**src/arithmetic_expression_tokenizer_top_assert.svh**
```systemverilog
// assertion macros for the tokenizer, clocked on clk and quiet during reset
`ifndef ARITHMETIC_EXPRESSION_TOKENIZER_TOP_ASSERT_SVH
`define ARITHMETIC_EXPRESSION_TOKENIZER_TOP_ASSERT_SVH

// plain property checked at every edge out of reset
`define AET_ASSERT(label, prop, msg) \
	label: assert property (@(posedge clk) disable iff (!arst_n) (prop)) else $error(msg);

// same-cycle implication
`define AET_ASSERT_IMP(label, ante, cons, msg) \
	`AET_ASSERT(label, (ante) |-> (cons), msg)

// next-cycle implication
`define AET_ASSERT_NEXT(label, ante, cons, msg) \
	`AET_ASSERT(label, (ante) |=> (cons), msg)

`endif

```
**src/aet_pkg.sv**
```systemverilog
// types, character codes and class decode for the expression tokenizer
package aet_pkg;

	localparam int KIND_BITS   = 4;
	localparam int LEN_BITS    = 16;
	localparam int QUEUE_DEPTH = 4;
	localparam int QPTR_BITS   = 2;
	localparam int CNT_BITS    = 3;

	typedef enum logic [KIND_BITS-1:0] {
		KIND_END     = 4'd0,
		KIND_IDENT   = 4'd1,
		KIND_INT     = 4'd2,
		KIND_FLOAT   = 4'd3,
		KIND_PLUS    = 4'd4,
		KIND_MINUS   = 4'd5,
		KIND_STAR    = 4'd6,
		KIND_SLASH   = 4'd7,
		KIND_EQUALS  = 4'd8,
		KIND_LPAREN  = 4'd9,
		KIND_RPAREN  = 4'd10,
		KIND_SEMI    = 4'd11,
		KIND_UNKNOWN = 4'd12
	} kind_t;

	typedef enum logic [1:0] {
		MODE_IDLE  = 2'd0,
		MODE_IDENT = 2'd1,
		MODE_INT   = 2'd2,
		MODE_FLOAT = 2'd3
	} mode_t;

	localparam logic [7:0] CH_NUL    = 8'h00;
	localparam logic [7:0] CH_PLUS   = 8'h2B;
	localparam logic [7:0] CH_MINUS  = 8'h2D;
	localparam logic [7:0] CH_STAR   = 8'h2A;
	localparam logic [7:0] CH_SLASH  = 8'h2F;
	localparam logic [7:0] CH_EQUALS = 8'h3D;
	localparam logic [7:0] CH_LPAREN = 8'h28;
	localparam logic [7:0] CH_RPAREN = 8'h29;
	localparam logic [7:0] CH_SEMI   = 8'h3B;
	localparam logic [7:0] CH_DOT    = 8'h2E;
	localparam logic [7:0] CH_UNDER  = 8'h5F;
	localparam logic [7:0] CH_NL     = 8'h0A;
	localparam logic [7:0] CH_TAB    = 8'h09;
	localparam logic [7:0] CH_CR     = 8'h0D;
	localparam logic [7:0] CH_SPACE  = 8'h20;

	function automatic logic is_digit(input logic [7:0] c);
		return (c >= 8'h30) && (c <= 8'h39);
	endfunction

	function automatic logic is_letter(input logic [7:0] c);
		return ((c >= 8'h61) && (c <= 8'h7A)) || ((c >= 8'h41) && (c <= 8'h5A));
	endfunction

	// space, tab, newline, vertical tab, form feed, carriage return
	function automatic logic is_space(input logic [7:0] c);
		return (c == CH_SPACE) || ((c >= CH_TAB) && (c <= CH_CR));
	endfunction

	function automatic kind_t punct_kind(input logic [7:0] c);
		kind_t k;
		unique case (c)
			CH_PLUS:   k = KIND_PLUS;
			CH_MINUS:  k = KIND_MINUS;
			CH_STAR:   k = KIND_STAR;
			CH_SLASH:  k = KIND_SLASH;
			CH_EQUALS: k = KIND_EQUALS;
			CH_LPAREN: k = KIND_LPAREN;
			CH_RPAREN: k = KIND_RPAREN;
			CH_SEMI:   k = KIND_SEMI;
			default:   k = KIND_UNKNOWN;
		endcase
		return k;
	endfunction

endpackage

```
**src/arithmetic_expression_tokenizer_top.sv**
```systemverilog
// A token enters the token queue when the byte that closes it is accepted.
// Throughput: one byte per cycle while the queue has room; a byte can yield two tokens.
// The four-entry token queue takes a byte while it has room for two tokens.
// Reset (async, active low): scanner idle at line 1, column 1, offset 0; queue empty.
// A byte 0 emits the end token and returns the position to line 1, column 1, offset 0.
`include "arithmetic_expression_tokenizer_top_assert.svh"

module arithmetic_expression_tokenizer_top
	import aet_pkg::*;
#(
	parameter int LINE_BITS   = 16,
	parameter int COLUMN_BITS = 16,
	parameter int OFFSET_BITS = 20
) (
	input  logic                   clk,
	input  logic                   arst_n,
	input  logic                   in_valid,
	output logic                   in_ready,
	input  logic [7:0]             text_byte,
	output logic                   out_valid,
	input  logic                   out_ready,
	output logic [KIND_BITS-1:0]   token_kind,
	output logic [LINE_BITS-1:0]   token_line,
	output logic [COLUMN_BITS-1:0] token_column,
	output logic [OFFSET_BITS-1:0] token_offset,
	output logic [LEN_BITS-1:0]    token_length,
	output logic                   last_of_run
);

	// scanner state
	mode_t                  mode_q, mode_d;
	logic [LINE_BITS-1:0]   line_q, line_d;
	logic [COLUMN_BITS-1:0] col_q, col_d;
	logic [OFFSET_BITS-1:0] off_q, off_d;
	logic [COLUMN_BITS-1:0] pcol_q, pcol_d;
	logic [OFFSET_BITS-1:0] poff_q, poff_d;
	logic [LEN_BITS-1:0]    plen_q, plen_d;

	// token queue
	kind_t                  q_kind_q [QUEUE_DEPTH];
	logic [LINE_BITS-1:0]   q_line_q [QUEUE_DEPTH];
	logic [COLUMN_BITS-1:0] q_col_q  [QUEUE_DEPTH];
	logic [OFFSET_BITS-1:0] q_off_q  [QUEUE_DEPTH];
	logic [LEN_BITS-1:0]    q_len_q  [QUEUE_DEPTH];
	logic                   q_last_q [QUEUE_DEPTH];
	logic [QPTR_BITS-1:0]   wr_ptr_q, rd_ptr_q, wr_slot_new;
	logic [CNT_BITS-1:0]    count_q;

	logic                   accept, pop, extend;
	logic                   has_pend, has_new;
	logic [1:0]             n_push;
	kind_t                  pend_kind, new_kind;
	logic [LEN_BITS-1:0]    new_len;
	logic [LINE_BITS-1:0]   line_adv;
	logic [COLUMN_BITS-1:0] col_adv;
	logic [OFFSET_BITS-1:0] off_adv;

	assign in_ready = count_q <= CNT_BITS'(QUEUE_DEPTH - 2);
	assign accept   = in_valid && in_ready;
	assign pop      = out_valid && out_ready;

	// position after this byte, saturating
	always_comb begin
		off_adv  = (off_q == '1) ? off_q : off_q + OFFSET_BITS'(1);
		line_adv = line_q;
		col_adv  = (col_q == '1) ? col_q : col_q + COLUMN_BITS'(1);
		if (text_byte == CH_NL) begin
			line_adv = (line_q == '1) ? line_q : line_q + LINE_BITS'(1);
			col_adv  = COLUMN_BITS'(1);
		end
	end

	// scan mode, position and pending token registers
	always_ff @(posedge clk or negedge arst_n) begin
		if (!arst_n) begin
			mode_q <= MODE_IDLE;
			line_q <= LINE_BITS'(1);
			col_q  <= COLUMN_BITS'(1);
			off_q  <= '0;
			pcol_q <= '0;
			poff_q <= '0;
			plen_q <= '0;
		end else begin
			mode_q <= mode_d;
			line_q <= line_d;
			col_q  <= col_d;
			off_q  <= off_d;
			pcol_q <= pcol_d;
			poff_q <= poff_d;
			plen_q <= plen_d;
		end
	end

	// next scan state and tokens produced by this request
	always_comb begin
		mode_d   = mode_q;
		line_d   = line_q;
		col_d    = col_q;
		off_d    = off_q;
		pcol_d   = pcol_q;
		poff_d   = poff_q;
		plen_d   = plen_q;
		has_pend = 1'b0;
		has_new  = 1'b0;
		new_kind = KIND_END;
		new_len  = '0;

		unique case (mode_q)
			MODE_IDLE:  begin
				extend    = 1'b0;
				pend_kind = KIND_END;
			end
			MODE_IDENT: begin
				extend    = is_letter(text_byte) || is_digit(text_byte) ||
					(text_byte == CH_UNDER);
				pend_kind = KIND_IDENT;
			end
			MODE_INT:   begin
				extend    = is_digit(text_byte) || (text_byte == CH_DOT);
				pend_kind = KIND_INT;
			end
			MODE_FLOAT: begin
				extend    = is_digit(text_byte);
				pend_kind = KIND_FLOAT;
			end
			default:    begin
				extend    = 1'b0;
				pend_kind = KIND_END;
			end
		endcase

		if (accept) begin
			if (extend) begin
				plen_d = (plen_q == '1) ? plen_q : plen_q + LEN_BITS'(1);
				line_d = line_adv;
				col_d  = col_adv;
				off_d  = off_adv;
				if ((mode_q == MODE_INT) && (text_byte == CH_DOT)) begin
					mode_d = MODE_FLOAT;
				end
			end else begin
				// close any pending token
				has_pend = (mode_q != MODE_IDLE);
				mode_d   = MODE_IDLE;
				plen_d   = '0;
				if (text_byte == CH_NUL) begin
					has_new  = 1'b1;
					new_kind = KIND_END;
					new_len  = '0;
					line_d   = LINE_BITS'(1);
					col_d    = COLUMN_BITS'(1);
					off_d    = '0;
				end else if (is_space(text_byte)) begin
					line_d = line_adv;
					col_d  = col_adv;
					off_d  = off_adv;
				end else if (is_letter(text_byte) || (text_byte == CH_UNDER) ||
						is_digit(text_byte)) begin
					mode_d = is_digit(text_byte) ? MODE_INT : MODE_IDENT;
					pcol_d = col_q;
					poff_d = off_q;
					plen_d = LEN_BITS'(1);
					line_d = line_adv;
					col_d  = col_adv;
					off_d  = off_adv;
				end else begin
					has_new  = 1'b1;
					new_kind = punct_kind(text_byte);
					new_len  = LEN_BITS'(1);
					line_d   = line_adv;
					col_d    = col_adv;
					off_d    = off_adv;
				end
			end
		end
	end

	assign n_push      = {1'b0, has_pend} + {1'b0, has_new};
	assign wr_slot_new = wr_ptr_q + QPTR_BITS'(has_pend);

	// queue pointers and fill count
	always_ff @(posedge clk or negedge arst_n) begin
		if (!arst_n) begin
			wr_ptr_q <= '0;
			rd_ptr_q <= '0;
			count_q  <= '0;
		end else begin
			wr_ptr_q <= wr_ptr_q + QPTR_BITS'(n_push);
			rd_ptr_q <= rd_ptr_q + QPTR_BITS'(pop);
			count_q  <= count_q + CNT_BITS'(n_push) - CNT_BITS'(pop);
		end
	end

	// queue entries: pending token first, then the byte's own token
	always_ff @(posedge clk) begin
		for (int i = 0; i < QUEUE_DEPTH; i++) begin
			if (has_pend && (wr_ptr_q == QPTR_BITS'(i))) begin
				q_kind_q[i] <= pend_kind;
				q_line_q[i] <= line_q;
				q_col_q[i]  <= pcol_q;
				q_off_q[i]  <= poff_q;
				q_len_q[i]  <= plen_q;
				q_last_q[i] <= !has_new;
			end else if (has_new && (wr_slot_new == QPTR_BITS'(i))) begin
				q_kind_q[i] <= new_kind;
				q_line_q[i] <= line_q;
				q_col_q[i]  <= col_q;
				q_off_q[i]  <= off_q;
				q_len_q[i]  <= new_len;
				q_last_q[i] <= 1'b1;
			end
		end
	end

	// head of queue drives the result port
	assign out_valid    = count_q != '0;
	assign token_kind   = q_kind_q[rd_ptr_q];
	assign token_line   = q_line_q[rd_ptr_q];
	assign token_column = q_col_q[rd_ptr_q];
	assign token_offset = q_off_q[rd_ptr_q];
	assign token_length = q_len_q[rd_ptr_q];
	assign last_of_run  = q_last_q[rd_ptr_q];

	// checks
	`AET_ASSERT(a_queue_bound, count_q <= CNT_BITS'(QUEUE_DEPTH), "token queue overfilled")
	`AET_ASSERT(a_pend_len, (mode_q == MODE_IDLE) == (plen_q == '0), "pending length out of step")
	`AET_ASSERT_NEXT(a_end_clears, accept && (text_byte == CH_NUL), (line_q == LINE_BITS'(1)) && (col_q == COLUMN_BITS'(1)) && (off_q == '0) && (mode_q == MODE_IDLE), "end of text did not clear position")
	`AET_ASSERT_NEXT(a_offset_moves, accept && (text_byte != CH_NUL), off_q != '0, "offset not advanced")

endmodule

```
**config.mk**
```make
export PLATFORM = sky130hd
export DESIGN_NAME = arithmetic_expression_tokenizer_top
export DESIGN_NICKNAME = d
export VERILOG_FILES = /design/src/aet_pkg.sv /design/src/arithmetic_expression_tokenizer_top.sv
export VERILOG_INCLUDE_DIRS = /design/src /design/src/src
export SDC_FILE = /design/constraint.sdc
export NUM_CORES = 1
export LEC_CHECK = 0
export BUFFER_PORTS_ARGS = -buffer_cell sky130_fd_sc_hd__buf_4
export CAP_MARGIN = 5
export CORE_MARGIN = 5
export CORE_UTILIZATION = 40
export DETAILED_ROUTE_END_ITERATION = 10
export GPL_TIMING_DRIVEN = 0
export PLACE_DENSITY = 0.63
export SLEW_MARGIN = 40
export SYNTH_ARGS = -nofsm -noshare
export SYNTH_HDL_FRONTEND = slang
export SYNTH_SLANG_ARGS = --single-unit
```
**constraint.sdc**
```tcl
create_clock -name clk -period 15.8 [get_ports clk]
set_input_delay 0.79 -clock clk [delete_from_list [all_inputs] [get_ports clk]]
set_output_delay 0.79 -clock clk [all_outputs]
set_load 0.02 [all_outputs]
```
==> results.yml, run 1 <==
run_status:
  outcome: "complete, no violations"
power_and_ir_drop:
  ir_drop_mv: 0.129
  p_int_mw: 2.48
  pwr_density_cell_mw_per_mm2: 165
  seqPwrFrac: 0.377
  power_leakage_nw: 8.63
  clockPowerShare: 0.290
  p_comb_frac: 0.333
  swShare: 0.323
  switching_power_mw: 1.18
  power_mw: 3.67
final_layout:
  syn_to_final_growth_pct: 17.9
  nNetsFinal: 1458
  most-common-layout-cells: "edfxtp_1 (276), mux2_2 (113), dfrtp_1 (111)"
  drive_gt1_frac: 0.284
  design_area_sq_mm: 0.0222
  final_common_cell: "edfxtp_1"
  instances_no_fill: 2078
yosys:
  syn-cell-area_sq_mm: 0.0189
  synth_top_family_by_area: "multiplexers"
  synth_edf_count: 276
  synth_cells: 1283
  avgSynthCellArea_sq_um: 14.7
  synth-simple-area-share: 0.0862
  synth_compound_area_frac: 0.0482
  seq_area_frac_synth: 0.606
  synth.area.mux_share: 0.200
  ys_ff_latch: 405
  synthAdderAreaFrac: 0.00836
  synthXorXnorAreaFrac: 0.0214
  yosysWarnings: 0
  synth_cell_types: 67
  syn_nets: 1307
  ys.flop_type: "edfxtp_1"
  async_flop_share: 0.279
cts:
  cts_setup_buffers: 0
  cts_made_buffers: 44
  cts_max_path_buffers: 3
  ctsHtreeMaxLevel: 2
  clk_pin_slew_worst_paths_ns: 0.06
  root_buffer: "clkbuf_16"
  cts_hold_buf: 0
  worstSkewPairLatency_ns: 0.56
  cts.sinks: 405
  cts_tree: "done"
  post_cts_resized: 0
floorplanning:
  start_util: 0.405
  ios: 87
  fp-row-count: 79
  die-area_sq_mm: 0.0516
  fp.coreArea_sq_mm: 0.0466
  chipHeight_microns: 227
  die-width_microns: 227
timing:
  max_freq_mhz: 197
  clock-skew-final_ns: 0.0143
  rsz0062_at_grt: "false"
  tns_ns: 0
  min_period_ns: 5.07
  finalHoldViolations: 0
  fin_crit_sh: 0.321
  slew_headroom: 0.440
  tightestPinTransition_ns: 0.837
  setup_viol: 0
  drv_slew: 0
drt:
  dr_total_vias: 11500
  drc_errors: 0
  dr.pass1.iters: 5
  top_layer: "met5"
  wl_met2_mm: 21.8
  vias_per_cell: 5.51
  final_antenna_net_count: 0
  wl_met1_mm: 19.2
  drtIter0Drc: 690
  routedWlPerCell_microns: 21.3
  routed_wl_mm: 44.2
  wl_met3_mm: 2.17
setup_path:
  worst-setup-path-type: "reg -> reg"
  rr_worst_depth: 14
  slowest_stage: "clkbuf_1"
  end_kind: "flop"
  worstPathRequired_ns: 16.09
  max_stage_delay_ns: 0.70
  cp_cell_sequence: "a21oi_1 -> and2_1 -> clkbuf_1 -> nand2_1 -> nor2_1 -> ha_1 -> nand2_1 -> inv_1 -> or2_2 -> nor2_1 -> a21oi_2 -> clkbuf_1 -> inv_6 -> buf_12"
  critPathLaunchType: "flop"
  cp.arrival_ns: 5.36
  critPathMaxFanout: 30
grt:
  grt_pass1_wl_mm: 68.5
  track_usage: 0.171
  grt_max_degree: 62
  grt.overflow.total: 0
  antenna_found_initial: 2
  grt_pass1_vias: 11600
run:
  drv_cap: 0
placed_design:
  port_buffers: 85
  placed_cells: 1995
  placed_cell_area_sq_mm: 0.0207
  place_hpwl_mm: 30.0
  gp_congestion: 0.849
hold_path:
  hp-class: "in -> async"
==> sequential cells by signal, indices dropped and copies added (netlist names) <==
name	count
q_off_q	80
q_col_q	64
q_len_q	64
q_line_q	64
off_q	20
poff_q	20
col_q	16
line_q	16
pcol_q	16
plen_q	16
q_kind_q	16
q_last_q	4
count_q	3
mode_q	2
rd_ptr_q	2
wr_ptr_q	2
==> path summary, 6_finish.rpt <==
check / startpoint / slack [ns] / end
worst max register to register: count_q[0]$_DFF_PN0_ / 10.73 / q_line_q[2][4]$_DFFE_PP_
worst max-delay path: count_q[0]$_DFF_PN0_ / 10.73 / q_line_q[2][4]$_DFFE_PP_
max in group asynchronous: arst_n / 14.90 / col_q[0]$_DFFE_PN1P_
worst min-delay path: arst_n / 0.19 / poff_q[3]$_DFFE_PN0P_
min in group clk: q_last_q[2]$_DFF_P_ / 0.47 / q_last_q[2]$_DFF_P_
worst min register to register: q_last_q[2]$_DFF_P_ / 0.47 / q_last_q[2]$_DFF_P_
==> power groups by stage <==
stage          combinational [mW]  clock (mW)  sequential, mW
3_5_place_dp                 1.25           0            1.40
2_1_floorplan               0.745           0            1.40
6_report                     1.22        1.06            1.38
4_1_cts                      1.25        1.09            1.38
3_3_place_gp                 1.17           0            1.44
5_1_grt                      1.31        1.13            1.40
==> cells in the mapped netlist (3+ instances only) <==
cell | n | share of area
mux2_1 | 75 | 0.045
o31ai_2 | 4 | 0.0027
o31ai_1 | 6 | 0.0024
and2_1 | 5 | 0.0017
a31oi_1 | 12 | 0.0040
o21ai_0 | 29 | 0.0077
mux2_2 | 113 | 0.067
and4_1 | 10 | 0.0046
nor2_1 | 76 | 0.015
buf_2 | 12 | 0.0032
and3_1 | 15 | 0.0050
buf_4 | 8 | 0.0032
nand2b_1 | 6 | 0.0020
clkbuf_1 | 45 | 0.0090
o22ai_1 | 4 | 0.0013
nor3_1 | 20 | 0.0053
a22o_1 | 16 | 0.0074
nor2b_1 | 46 | 0.015
buf_6 | 8 | 0.0048
edfxtp_1 | 276 | 0.44
nand3_1 | 25 | 0.0066
xnor2_1 | 26 | 0.012
nor3b_1 | 3 | 0.0012
inv_1 | 25 | 0.0050
nand2_1 | 49 | 0.0098
dfrtp_1 | 111 | 0.15
buf_1 | 20 | 0.0040
ha_1 | 11 | 0.0073
or3_1 | 8 | 0.0027
nor4_1 | 10 | 0.0033
nand4_1 | 24 | 0.0080
a21oi_1 | 29 | 0.0077
mux4_2 | 73 | 0.087
dfxtp_1 | 16 | 0.017
o31a_1 | 4 | 0.0019
xor2_1 | 20 | 0.0093
o2111ai_1 | 3 | 0.0014
==> logic make-up (layout without fill, tap and decap cells) <==
family	Yosys count	in the layout
simple gates	308	308
compound gates	131	131
mux	263	263
other cells	0	1
fa+ha+maj	12	12
xor+xnor	46	46
flops	405	405
buf+inv	118	305
==> metal layers <==
metal | up-vias | track usage
li1 | 5235 | -
met1 | 5857 | 0.233
met2 | 280 | 0.289
met3 | 85 | 0.0260
met4 | 2 | 0.0440
met5 | - | 0
==> final cells by class <==
| cell class | count | area (sq um) |
|---|---|---|
| fill | 3986 | 24300 |
| sequential | 405 | 11400 |
| multi-input combinational | 760 | 6930 |
| clock buffer | 65 | 1260 |
| timing repair buffer | 105 | 1030 |
| tap | 607 | 759 |
| buffer | 93 | 470 |
| clock inverter | 17 | 243 |
| inverter | 25 | 98.8 |
| antenna | 1 | 2.50 |
==> critical path, delay by kind of cell, from the launching register on <==
family | cells | cell delay (ns)
buffers and inverters | 5 | 1.98
AND/OR/NAND/NOR | 6 | 1.27
AO/OA/AOI/OAI | 2 | 0.88
flip-flops | 1 | 0.40
adder cells (fa/ha/maj) | 1 | 0.25
==> stage by stage <==
step                setup WS (ns)  hold slack [ns]  utilization
detailed placement          10.74            0.455        0.445
floorplan                    8.03            0.432            -
finish                      10.73            0.187        0.478
CTS                         10.78            0.187        0.477
global route                10.51            0.208        0.478
global placement             2.92            0.452        0.435
Note: power is estimated with default switching activity, not from simulation.
==> run 2, diff against run 1 <==
==> constraint.sdc (replaced) <==
create_clock -name clk -period 5 [get_ports clk]
set_input_delay 0.25 -clock clk [delete_from_list [all_inputs] [get_ports clk]]
set_output_delay 0.25 -clock clk [all_outputs]
set_load 0.02 [all_outputs]
==> results.yml, run 2 (synthesis results as in run 1) <==
cts:
  cts_tree: "done"
  cts_max_path_buffers: 3
  ctsHtreeMaxLevel: 2
  clk_pin_slew_worst_paths_ns: 0.06
  cts.sinks: 405
  worstSkewPairLatency_ns: 0.56
  cts_setup_buffers: 0
  root_buffer: "clkbuf_16"
  cts_made_buffers: 43
setup_path:
  cp.arrival_ns: 4.85
  worst-setup-path-type: "reg -> reg"
  end_kind: "flop"
  critPathLaunchType: "flop"
  worstPathRequired_ns: 5.28
  critPathMaxFanout: 31
timing:
  setup_viol: 0
  max_freq_mhz: 219
  tightestPinTransition_ns: 0.891
  drv_slew: 0
  setup_slack_ns: 0.426
  finalHoldViolations: 0
  slew_headroom: 0.404
  min_period_ns: 4.57
  fin_crit_sh: 0.915
  clock-skew-final_ns: 0.0152
  rsz0062_at_grt: "false"
final_layout:
  nNetsFinal: 1458
  design_area_sq_mm: 0.0221
  multi_input_area_sq_mm: 0.00694
  drive_gt1_frac: 0.283
  largest_reg_flops: 80
  seq_area_sq_mm: 0.0114
  instances_no_fill: 2076
  final_common_cell: "edfxtp_1"
  syn_to_final_growth_pct: 17.0
  top_register: "q_off_q"
  most-common-layout-cells: "edfxtp_1 (276), mux2_2 (113), dfrtp_1 (111)"
  n_antenna_cell: 0
  n_fill_cell: 4062
floorplanning:
  fp.coreArea_sq_mm: 0.0466
  fp-row-count: 79
  die-area_sq_mm: 0.0516
  die-width_microns: 227
  start_util: 0.405
  ios: 87
  chipHeight_microns: 227
power_and_ir_drop:
  p_comb_frac: 0.345
  ir_drop_mv: 0.299
  p_int_mw: 7.48
  switching_power_mw: 3.73
  power_mw: 11.2
  swShare: 0.332
  clockPowerShare: 0.265
  pwr_density_cell_mw_per_mm2: 508
  seqPwrFrac: 0.389
  power_leakage_nw: 8.55
drt:
  drtIter0Drc: 688
  final_antenna_net_count: 0
  routedWlPerCell_microns: 21.2
  routed_wl_mm: 43.9
  dr_total_vias: 11400
  dr.pass1.iters: 5
  vias_per_cell: 5.51
  drc_errors: 0
grt:
  track_usage: 0.171
  grt.overflow.total: 0
  grt_pass1_wl_mm: 68.8
  grt_max_degree: 59
  antenna_found_initial: 0
  grt_pass1_vias: 11800
run:
  drv_cap: 0
run_status:
  outcome: "complete, no violations"
placed_design:
  place_hpwl_mm: 29.8
  placed_cell_area_sq_mm: 0.0207
  post-place-ws_ns: 0.136
  port_buffers: 85
  gp_congestion: 0.825
  placed_cells: 1995
hold_path:
  hp-class: "in -> reg"
-- run 2: path summary, 6_finish.rpt --
check	from	to	slack, ns	depth (start not counted)
setup / recovery	count_q[0]$_DFF_PN0_	q_col_q[2][11]$_DFFE_PP_	0.43	14
hold / removal	text_byte[5]	mode_q[0]$_DFFE_PN0P_	0.04	3
setup reg to reg	count_q[0]$_DFF_PN0_	q_col_q[2][11]$_DFFE_PP_	0.43	14
hold reg to reg	q_last_q[2]$_DFF_P_	q_last_q[2]$_DFF_P_	0.46	2
max in group asynchronous	arst_n	col_q[0]$_DFFE_PN1P_	4.06	3
min in group asynchronous	arst_n	poff_q[1]$_DFFE_PN0P_	0.22	2
-- run 2: layout make-up --
cell class | instances | area share
repair buffers | 106 | 0.0475
clock inverters | 22 | 0.00647
flip-flops and latches | 405 | 0.518
inverters | 25 | 0.00448
multi-input cells | 760 | 0.315
well taps | 607 | 0.0344
clock buffers | 58 | 0.0527
plain buffers | 93 | 0.0213
-- run 2: per-stage QoR --
| step | utilization | hold WS, ns | TNS, ns |
|---|---|---|---|
| final | 0.474 | 0.0402 | 0 |
| after detailed placement | 0.445 | 0.223 | 0 |
| after global placement | 0.435 | 0.450 | -946.83 |
| after floorplan | - | -0.0456 | -194.32 |
| after global routing | 0.474 | 0.0417 | 0 |
| after CTS | 0.474 | 0.0177 | 0 |
-- run 2: worst max-delay path, cell delays in order, from the launching register on --
cell	delay, ns
dfrtp_1	0.39
a21oi_1	0.37
and2_1	0.33
clkbuf_1	0.55
nand2_1	0.29
nor2_1	0.23
ha_1	0.24
nand2_1	0.14
inv_1	0.15
or2_2	0.16
nor2_1	0.06
a21oi_2	0.49
clkbuf_2	0.41
inv_6	0.19
buf_12	0.24
-- run 2: power groups by stage --
stage	clock network, mW	logic [mW]	registers [mW]
after global placement	0	3.69	4.52
after global routing	3.19	4.16	4.41
final	2.97	3.87	4.36
after floorplan	0	2.36	4.42
after CTS	3.05	3.96	4.37
after detailed placement	0	3.95	4.43
-- run 2: timing repair --
item                       in CTS  in global routing
setup endpoints to repair       0                 31
resized for setup               0                  2
hold buffers                    1                  0
hold endpoints to repair       55                  0
-- run 2: layer usage --
| layer | part of all wire | vias up | GRT usage |
|---|---|---|---|
| met2 | 0.50 | 272 | 0.289 |
| li1 | - | 5228 | - |
| met5 | 0 | - | 0 |
| met4 | 0.018 | 0 | 0.0407 |
| met1 | 0.44 | 5881 | 0.237 |
| met3 | 0.046 | 57 | 0.0246 |
==> run 3, diff against run 2 <==
--- a/config.mk
+++ b/config.mk
@@ -13,6 +13,7 @@
 export DETAILED_ROUTE_END_ITERATION = 10
 export GPL_TIMING_DRIVEN = 0
 export PLACE_DENSITY = 0.63
+export REMOVE_ABC_BUFFERS = 1
 export SLEW_MARGIN = 40
 export SYNTH_ARGS = -nofsm -noshare
 export SYNTH_HDL_FRONTEND = slang
==> results.yml, run 3 (synthesis results as in run 1) <==
power_and_ir_drop:
  pwr_density_cell_mw_per_mm2: 513
  p_comb_frac: 0.334
  ir_drop_mv: 0.626
  switching_power_mw: 3.72
  seqPwrFrac: 0.395
  p_int_mw: 7.66
  clockPowerShare: 0.271
  power_mw: 11.4
  swShare: 0.327
  power_leakage_nw: 8.62
grt:
  track_usage: 0.165
  grt_pass1_wl_mm: 66.9
  antenna_found_initial: 0
  grt.overflow.total: 0
  grt_max_degree: 61
  grt_pass1_vias: 11300
final_layout:
  utilization: 0.477
  nNetsFinal: 1414
  design_area_sq_mm: 0.0222
  top_register: "q_off_q"
  largest_reg_flops: 80
  most-common-layout-cells: "edfxtp_1 (276), mux2_2 (113), dfrtp_1 (109)"
  n_fill_cell: 4016
  n_antenna_cell: 0
  final_common_cell: "edfxtp_1"
  syn_to_final_growth_pct: 17.6
  instances_no_fill: 2032
  drive_gt1_frac: 0.303
drt:
  wl_met2_mm: 20.2
  routedWlPerCell_microns: 20.9
  drtIter0Drc: 751
  routed_wl_mm: 42.5
  drc_errors: 0
  vias_per_cell: 5.49
  dr_total_vias: 11200
  final_antenna_net_count: 0
  wl_met3_mm: 1.72
  wl_met1_mm: 19.9
  top_layer: "met4"
  dr.pass1.iters: 5
setup_path:
  startpoint: "count_q[0]$_DFF_PN0_"
  worstPathRequired_ns: 5.30
  worst-setup-path-type: "reg -> reg"
  cp.arrival_ns: 4.85
  critPathLaunchType: "flop"
  r2r-start: "count_q[0]$_DFF_PN0_"
  critPathMaxFanout: 31
  end_kind: "flop"
cts:
  root_buffer: "clkbuf_16"
  cts_setup_buffers: 0
  cts.sinks: 405
  clk_pin_slew_worst_paths_ns: 0.06
  cts_max_path_buffers: 3
  cts_tree: "done"
  worstSkewPairLatency_ns: 0.55
  cts_made_buffers: 44
  ctsHtreeMaxLevel: 2
placed_design:
  post-place-ws_ns: 0.0795
  placed_cells: 1948
  port_buffers: 86
  placed_cell_area_sq_mm: 0.0208
  gp_congestion: 0.774
  place_hpwl_mm: 28.4
timing:
  clock-skew-final_ns: 0.0123
  whs_ns: 0.0629
  min_period_ns: 4.55
  finalHoldViolations: 0
  slew_headroom: 0.413
  drv_slew: 0
  max_freq_mhz: 220
  tns_ns: 0
  fin_crit_sh: 0.909
  setup_viol: 0
  rsz0062_at_grt: "false"
  setup_slack_ns: 0.455
  tightestPinTransition_ns: 0.877
hold_path:
  hp-start: "text_byte[5]"
  hp-class: "in -> reg"
run_status:
  outcome: "complete, no violations"
floorplanning:
  chipHeight_microns: 227
  ios: 87
  die-area_sq_mm: 0.0516
  fp-row-count: 79
  fp.coreArea_sq_mm: 0.0466
  die-width_microns: 227
  start_util: 0.405
run:
  drv_cap: 0
==> run 3: timing repair <==
item / 4_1_cts / 5_1_grt
endpoints found under the setup margin: 0 / 38
hold endpoints to repair: 53 / 0
gates resized for setup: 0 / 2
hold buffers: 1 / 0
==> run 3: critical path: stages (launching register included) <==
cell and delay [ns]:
dfrtp_1 0.40, a21oi_1 0.50, and2_4 0.55, nand2_1 0.22
nor2_1 0.22, ha_1 0.26, nand2_1 0.15, inv_1 0.14
or2_2 0.16, o31ai_2 0.12, nor3b_4 0.41, buf_2 0.32
buf_2 0.24, buf_2 0.23, mux2_2 0.35
==> run 3: power by group through the flow <==
stage / Sequential (mW) / Combinational [mW] / Clock, mW
after floorplan: 4.67 / 2.09 / 0
after global placement: 4.97 / 3.32 / 0
after detailed placement: 4.57 / 3.85 / 0
after CTS: 4.50 / 3.87 / 3.15
after global routing: 4.56 / 4.06 / 3.31
final: 4.50 / 3.80 / 3.08
==> run 3: final cells by class <==
class,instances,area (sq um),area share
sequential,405,11400,0.516
multi-input combinational,760,7030,0.317
timing repair buffer,154,1480,0.0666
clock buffer,71,1310,0.0592
tap,607,759,0.0342
inverter,25,98.8,0.00446
clock inverter,10,56.3,0.00254
==> run 3: layer usage <==
layer,track usage,vias up
met5,0,-
met4,0.0351,0
met3,0.0233,52
met2,0.263,226
met1,0.244,5738
li1,-,5137
==> run 3: final timing paths <==
path,depth (start not counted),to,slack [ns]
setup / recovery,14,q_col_q[1][7]$_DFFE_PP_,0.45
hold / removal,3,mode_q[0]$_DFFE_PN0P_,0.06
setup reg to reg,14,q_col_q[1][7]$_DFFE_PP_,0.45
hold reg to reg,2,q_last_q[2]$_DFF_P_,0.48
max in group asynchronous,3,line_q[0]$_DFFE_PN1P_,4.03
min in group asynchronous,2,pcol_q[1]$_DFFE_PN0P_,0.23
